**src/gravity_feedforward_current_assert.svh**
```systemverilog
// assertion macros for the gravity feed-forward control module
`ifndef GRAVITY_FEEDFORWARD_CURRENT_ASSERT_SVH
`define GRAVITY_FEEDFORWARD_CURRENT_ASSERT_SVH
// implication checked on every rising clock edge outside reset
`define GFC_ASSERT_IMPL(label, clk, rst, a, c, msg) \
   label: assert property (@(posedge clk) disable iff (rst) (a) |-> (c)) else $error(msg);
// next-cycle implication
`define GFC_ASSERT_NEXT(label, clk, rst, a, c, msg) \
   label: assert property (@(posedge clk) disable iff (rst) (a) |=> (c)) else $error(msg);
`endif

```
**src/gfc_pkg.sv**
```systemverilog
// shared types, constants and tables for the gravity feed-forward block
package gfc_pkg;
   localparam int ANGLE_WIDTH_DEF  = 16;
   localparam int COSINE_STEPS_DEF = 14;
   localparam int CSR_INDEX_W = 3;
   localparam int CSR_DATA_W  = 16;

   localparam logic [CSR_INDEX_W-1:0] CSR_ANGLE_ALPHA   = 3'd0;
   localparam logic [CSR_INDEX_W-1:0] CSR_CURRENT_ALPHA = 3'd1;
   localparam logic [CSR_INDEX_W-1:0] CSR_GRAV_MAX      = 3'd2;
   localparam logic [CSR_INDEX_W-1:0] CSR_FIXED_OFFSET  = 3'd3;
   localparam logic [CSR_INDEX_W-1:0] CSR_DEAD_ZONE     = 3'd4;

   localparam logic signed [31:0] Q28_ONE     = 32'sd268435456;
   localparam logic signed [31:0] Q28_PI      = 32'sd843314857;
   localparam logic signed [31:0] Q28_HALF_PI = 32'sd421657428;
   localparam logic signed [31:0] Q28_GAIN    = 32'sd163008219;

   // step commands from controller to datapath
   typedef struct packed {
      logic load;      // capture input and compute filtered angle
      logic prep;      // fold angle and start rotation
      logic rotate;    // one rotation step
      logic grav_mul;  // max times cosine
      logic corr;      // error and correction
      logic cur_mul;   // current filter products
      logic finish;    // commit state and output
   } cmd_type;

   function automatic logic signed [31:0] atan_q28(input logic [4:0] i);
      case (i)
         5'd0: atan_q28 = 32'sd210828714;
         5'd1: atan_q28 = 32'sd124459457;
         5'd2: atan_q28 = 32'sd65760959;
         5'd3: atan_q28 = 32'sd33381290;
         5'd4: atan_q28 = 32'sd16755421;
         5'd5: atan_q28 = 32'sd8385879;
         5'd6: atan_q28 = 32'sd4193963;
         5'd7: atan_q28 = 32'sd2097109;
         5'd8: atan_q28 = 32'sd1048571;
         5'd9: atan_q28 = 32'sd524287;
         5'd10: atan_q28 = 32'sd262144;
         5'd11: atan_q28 = 32'sd131072;
         5'd12: atan_q28 = 32'sd65536;
         5'd13: atan_q28 = 32'sd32768;
         5'd14: atan_q28 = 32'sd16384;
         5'd15: atan_q28 = 32'sd8192;
         5'd16: atan_q28 = 32'sd4096;
         5'd17: atan_q28 = 32'sd2048;
         5'd18: atan_q28 = 32'sd1024;
         5'd19: atan_q28 = 32'sd512;
         default: atan_q28 = 32'sd0;
      endcase
   endfunction
endpackage

```
**src/gfc_ctrl.sv**
```systemverilog
// sequencing state machine for one sample
module gfc_ctrl import gfc_pkg::*; #(
   parameter int COSINE_STEPS = COSINE_STEPS_DEF
) (
   input  logic    clock,
   input  logic    reset,
   input  logic    in_valid,
   output logic    in_ready,
   output logic    out_valid,
   input  logic    out_ready,
   output cmd_type cmd,
   output logic [4:0] step_idx
);
`include "gravity_feedforward_current_assert.svh"
   typedef enum logic [7:0] {
      S_IDLE = 8'b00000001, S_PREP = 8'b00000010, S_ROT  = 8'b00000100,
      S_GMUL = 8'b00001000, S_CORR = 8'b00010000, S_CMUL = 8'b00100000,
      S_FIN  = 8'b01000000, S_OUT  = 8'b10000000
   } state_type;

   state_type  state_ff, state_in;
   logic [4:0] step_ff, step_in;

   // next state
   always_comb begin
      state_in = state_ff;
      step_in  = step_ff;
      case (state_ff)
         S_IDLE: if (in_valid) state_in = S_PREP;
         S_PREP: begin state_in = S_ROT; step_in = 5'd0; end
         S_ROT: begin
            if (step_ff == 5'(COSINE_STEPS - 1)) state_in = S_GMUL;
            else step_in = step_ff + 5'd1;
         end
         S_GMUL: state_in = S_CORR;
         S_CORR: state_in = S_CMUL;
         S_CMUL: state_in = S_FIN;
         S_FIN:  state_in = S_OUT;
         S_OUT:  if (out_ready) state_in = S_IDLE;
         default: state_in = S_IDLE;
      endcase
   end

   // state registers
   always_ff @(posedge clock) begin
      if (reset) begin
         state_ff <= S_IDLE;
         step_ff  <= 5'd0;
      end else begin
         state_ff <= state_in;
         step_ff  <= step_in;
      end
   end

   assign in_ready     = (state_ff == S_IDLE);
   assign out_valid    = (state_ff == S_OUT);
   assign step_idx     = step_ff;
   assign cmd.load     = in_ready && in_valid;
   assign cmd.prep     = (state_ff == S_PREP);
   assign cmd.rotate   = (state_ff == S_ROT);
   assign cmd.grav_mul = (state_ff == S_GMUL);
   assign cmd.corr     = (state_ff == S_CORR);
   assign cmd.cur_mul  = (state_ff == S_CMUL);
   assign cmd.finish   = (state_ff == S_FIN);

   `GFC_ASSERT_IMPL(a_onehot, clock, reset, 1'b1, $onehot(state_ff), "state not one-hot")
   `GFC_ASSERT_NEXT(a_load_prep, clock, reset, cmd.load, state_ff == S_PREP, "load not followed by prep")
   `GFC_ASSERT_NEXT(a_fin_out, clock, reset, cmd.finish, out_valid, "finish not followed by result")
   `GFC_ASSERT_IMPL(a_step_rng, clock, reset, cmd.rotate, step_ff < 5'(COSINE_STEPS), "rotation step out of range")
endmodule

```
**config.mk**
```make
export PLATFORM = sky130hd
export DESIGN_NAME = gfc_ctrl
export DESIGN_NICKNAME = d
export VERILOG_FILES = /design/src/gfc_pkg.sv /design/src/gfc_ctrl.sv
export VERILOG_INCLUDE_DIRS = /design/src /design/src/src
export SDC_FILE = /design/constraint.sdc
export NUM_CORES = 1
export LEC_CHECK = 0
export BUFFER_PORTS_ARGS = -buffer_cell sky130_fd_sc_hd__buf_2
export CORE_MARGIN = 4
export CORE_UTILIZATION = 42
export DETAILED_ROUTE_END_ITERATION = 10
export HOLD_SLACK_MARGIN = 0.05
export PLACE_DENSITY_LB_ADDON = 0.12
export SKIP_LAST_GASP = 1
export SYNTH_ARGS = -nofsm -noshare
export SYNTH_HDL_FRONTEND = slang
export SYNTH_SLANG_ARGS = --single-unit
```
**constraint.sdc**
```tcl
create_clock -name clock -period 1.8 [get_ports clock]
set_input_delay 0.36 -clock clock [delete_from_list [all_inputs] [get_ports clock]]
set_output_delay 0.36 -clock clock [all_outputs]
set_load 0.01 [all_outputs]
```
# Yosys cells after proc, flatten, opt, wreduce, memory -nomap -nowiden

Cells that the tools add are included.

$add $sub $neg: 1
Equal/unequal tests: 13
Multiplexer cells: 6
Reduce and logical (&&, ||, !) cells: 4

Operators by type and width:

| operator                                                               | count |
|---|---|
| 8-bit case mux with 8 select lines                                     | 1 |
| 8-bit two-way mux                                                      | 3 |
| 5-bit case mux with 2 select lines                                     | 1 |
| 8-bit by 1-bit equality test with 1-bit output (second input constant) | 1 |
| 8-bit by 2-bit equality test with 1-bit output (second input constant) | 1 |
| 8-bit by 3-bit equality test with 1-bit output (second input constant) | 1 |
| 8-bit by 4-bit equality test with 1-bit output (second input constant) | 1 |
| 8-bit by 5-bit equality test with 1-bit output (second input constant) | 1 |
| 8-bit by 6-bit equality test with 1-bit output (second input constant) | 1 |
| 8-bit by 7-bit equality test with 1-bit output (second input constant) | 1 |
| 8-bit equality test (second input constant)                            | 1 |
| 5-bit by 1-bit adder with 5-bit output (second input constant)         | 1 |
| 5-bit by 4-bit equality test with 1-bit output (second input constant) | 1 |
| 5-bit two-way mux                                                      | 1 |
| 2-bit by 1-bit != test with 1-bit output (second input constant)       | 2 |
| 2-bit != test (second input constant)                                  | 2 |
| 3-bit AND reduction                                                    | 1 |
| 2-bit AND reduction                                                    | 1 |
| 2-bit nonzero test                                                     | 1 |
| 1-bit logical AND                                                      | 1 |

Register bits after elaboration: 13
Input bits: 4
Output and inout port bits: 14
Word-level logic and storage cells: 26

# Depth between registers and ports, before layout

Depth after elaboration: 3
Depth in mapped cells: 6

# Least setup slack after synthesis

OpenSTA, ideal clock, no wires.

Path kind: register to output
Start: register state_ff[4]
End: output cmd[0] (netlist name)
Arrival time: 1.563 ns
Data required time: 1.440 ns
Path slack: -0.123 ns
Cell stages (with the launch flop): 5
Cells stage by stage: dfxtp_1 -> buf_6 -> or4_4 -> or3_2 -> nor2_1

RTL lines:

| item                   | RTL line       | source |
|---|---|---|
| start, declared        | gfc_ctrl.sv:21 | `state_type state_ff, state_in;` |
| start signal, assigned | gfc_ctrl.sv:50 | `state_ff <= state_in;` |
| end, declared          | gfc_ctrl.sv:11 | `output cmd_type cmd,` |

# Worst setup path in the final report

Start: register state_ff[5]
End: output out_valid

Cells in the longest elaborated chain, start to end: 1

RTL lines:

| item                | RTL line       | source |
|---|---|---|
| 8-bit equality test | gfc_ctrl.sv:56 | `assign out_valid = (state_ff == S_OUT);` |
| end, declared       | gfc_ctrl.sv:9  | `output logic out_valid,` |

Every way passes these cells.

==> flow_summary.json <==
{
  "status": "finished with violations",
  "violations": "negative setup slack",
  "reg2reg_depth": 7,
  "fin_ws_ns": -0.305,
  "maxCapViolCount": 0,
  "rsz0062_at_grt": "yes",
  "holdWs_ns": 0.342,
  "cp_slowest_cell": "or4_4",
  "peakVddDrop_v": 0.000585,
  "synth_compound_area_share_pct": 13.0,
  "path_max_fanout": 2,
  "p_seq_share_pct": 39.2,
  "synth_fa_ha_area_share_pct": 3.42,
  "fmax_mhz": 475,
  "clk_pin_slew_ns": 0.07,
  "die_area_sq_um": 2470,
  "diodes": 0,
  "synth_top_family_by_area": "simple AND/OR/NAND/NOR gates",
  "die_h_um": 49.7,
  "fin_setup_tns_ns": -1.04,
  "holdCritPathClass": "in -> reg",
  "cts-root-buf": "clkbuf_4",
  "fin_skew_ns": 0.00592,
  "initial_utilization_pct": 46.3,
  "crit_arrival_ns": 1.74,
  "synth_xor_area_share_pct": 2.40,
  "grt_pass1_vias": 609,
  "std_cell_rows": 14,
  "io_pins": 18,
  "drtIter0Drc": 8,
  "vias": 747,
  "clock_power_share_pct": 22.6,
  "insertion_delay_ns": 0.28,
  "drcViolationCount": 0,
  "numCtsBuffers": 3,
  "cts_tree": "yes",
  "start_kind": "flop",
  "synth_area_sq_um": 731,
  "layout_commonest_cell": "buf_2",
  "clock-sinks": 13,
  "fp.dieW_um": 49.7,
  "comb_power_share_pct": 38.2,
  "final-hold-violation-count": 0,
  "hold_path_depth": 2,
  "intPower_uw": 558,
  "synth-simple-area-share_pct": 38.4,
  "grt_max_degree": 10,
  "synthMuxAreaShare_pct": 0,
  "grt_pass1_wl_um": 2680,
  "wire_per_inst_um": 14.0,
  "cp.required_ns": 1.44,
  "nNetsFinal": 127,
  "drt-vias-per-instance": 5.49,
  "fill_cells": 124,
  "slew_headroom_pct": 74.8,
  "core_area_sq_um": 1580,
  "synthesis.nets": 92,
  "cp_cell_sequence": "or4_4 -> or4_4 -> inv_2 -> buf_2",
  "power_density_nw_per_um2": 759,
  "mostFrequentLayoutCells": "16 x buf_2, 14 x buf_4, 7 x nor2_1, 7 x dfxtp_1, 6 x dfxtp_2",
  "synth_edf_count": 0,
  "first_pass_iters": 4,
  "critical_path_buf_inv_count": 2,
  "drive_gt1_share_pct": 49.2,
  "crit_cells": 4,
  "period_minus_slack_ns": 2.10,
  "dp_hpwl_um": 1280,
  "gr-total-overflow": 0,
  "antenna_left": 0,
  "gp_congestion": 0.840,
  "cp-end-kind": "primary output",
  "p_sw_share_pct": 30.9,
  "cp_slowest_stage_delay_ns": 0.53,
  "synth_cells": 86,
  "grt_antenna_before_repair": 0,
  "ctsHtreeMaxLevel": 1,
  "drv_slew": 0,
  "syn_avg_cell_area_sq_um": 8.50,
  "seq_area_frac_synth_pct": 35.6,
  "period_share_pct": 117,
  "cts_max_path_buffers": 2,
  "synth.distinct_cells": 33,
  "area_growth_pct": 45.4,
  "drt_wl_total_um": 1900,
  "setup_viol": 8,
  "p_sw_uw": 249,
  "ys.flop_type": "dfxtp_1",
  "ys_async_sr_fraction_pct": 0,
  "synth-seq-cells": 13,
  "ys_warn_count": 0,
  "crit_top_cell": "or4_4",
  "grt_usage_pct": 14.2,
  "worst_pin_slew_ns": 0.373,
  "p_leak_nw": 0.484,
  "postCtsHoldBufs": 0,
  "port_buffers": 17,
  "critical_path_class": "reg -> out",
  "crit_family": "simple AND/OR/NAND/NOR gates"
}
layer usage:
layer,track usage [%],routed length (um),vias to the layer above
met5,0,0,-
met2,21.4,865,12
met4,3.23,14,0
met3,6.93,86,2
met1,18.0,937,355
li1,-,-,378
power groups by stage:
stage                     Sequential [mW]  Clock, mW  Combinational [mW]
after detailed placement            0.318          0               0.199
after global placement              0.318          0               0.197
final                               0.316      0.183               0.308
after CTS                           0.311      0.190               0.204
after global routing                0.319      0.202               0.330
after floorplan                     0.322          0               0.123
kinds of logic (layout without fill, tap and decap cells):
kind of cell             Yosys count  count (layout)
AO/OA/AOI/OAI                     13              13
XOR/XNOR                           2               2
adder cells (fa/ha/maj)            2               2
buffers and inverters              9              43
flip-flops                        13              13
AND/OR/NAND/NOR                   47              47
flip-flops by register name, summed over array words and instances, names as in the netlist:
signal and cells:
step_idx 5, state_ff 8
what timing repair did:
action,4_1_cts,5_1_grt
pin swaps,0,2
cloned,0,0
resized for setup,1,22
setup buffers,0,8
setup endpoints to repair,9,10
hold endpoints to repair,0,0
Yosys cell counts, drive strengths merged (2+ instances only):
master,count,share of area (%)
dfxtp,13,36
nor2,9,4.6
nand2,7,3.6
inv,6,3.1
a21oi,5,3.4
nor3,4,2.7
nor4b,4,4.8
or4,4,5.1
buf,3,4.1
nand3,3,2.1
nor4,3,3.4
a31oi,2,1.7
ha,2,3.4
nand2b,2,1.7
nand4,2,1.7
o211ai,2,3.9
or2,2,1.7
or3,2,1.9
xor2,2,2.4
through the flow:
stage                     cell area [sq um]  power (mW)  std cells  setup WS, ns  utilization, %
final                                  1060       0.807        136        -0.305            67.4
after global routing                   1060       0.851        136        -0.358            67.4
after CTS                               910       0.705        128        -0.315            57.7
after detailed placement                877       0.516        124       0.00145            55.6
after global placement                  877       0.515        124      -0.00457            55.6
after floorplan                         742       0.444         86       -0.0216               -
final cells by class:
class                           count  area (sq um)  area share, %
Clock buffer                        4          26.3           2.47
Inverter                            6          22.5           2.12
Multi-Input combinational cell     64           503           47.3
Sequential cell                    13           268           25.2
Tap cell                           16          20.0           1.88
Timing Repair Buffer               33           223           21.0
worst paths after layout:
check,start,to,slack (ns)
max reg2reg,state_ff[4],step_idx[4],-0.04
max,state_ff[5],out_valid,-0.30
min,reset,state_ff[2],0.34
min reg2reg,step_idx[4],step_idx[4],0.50
worst register-to-register path, delay by kind of cell, from the launching register on:
kind	cells	cell delay [ns]
simple gates	4	1.08
buf+inv	3	0.39
flops	1	0.32
No activity file was read; power rests on OpenSTA's default activity.
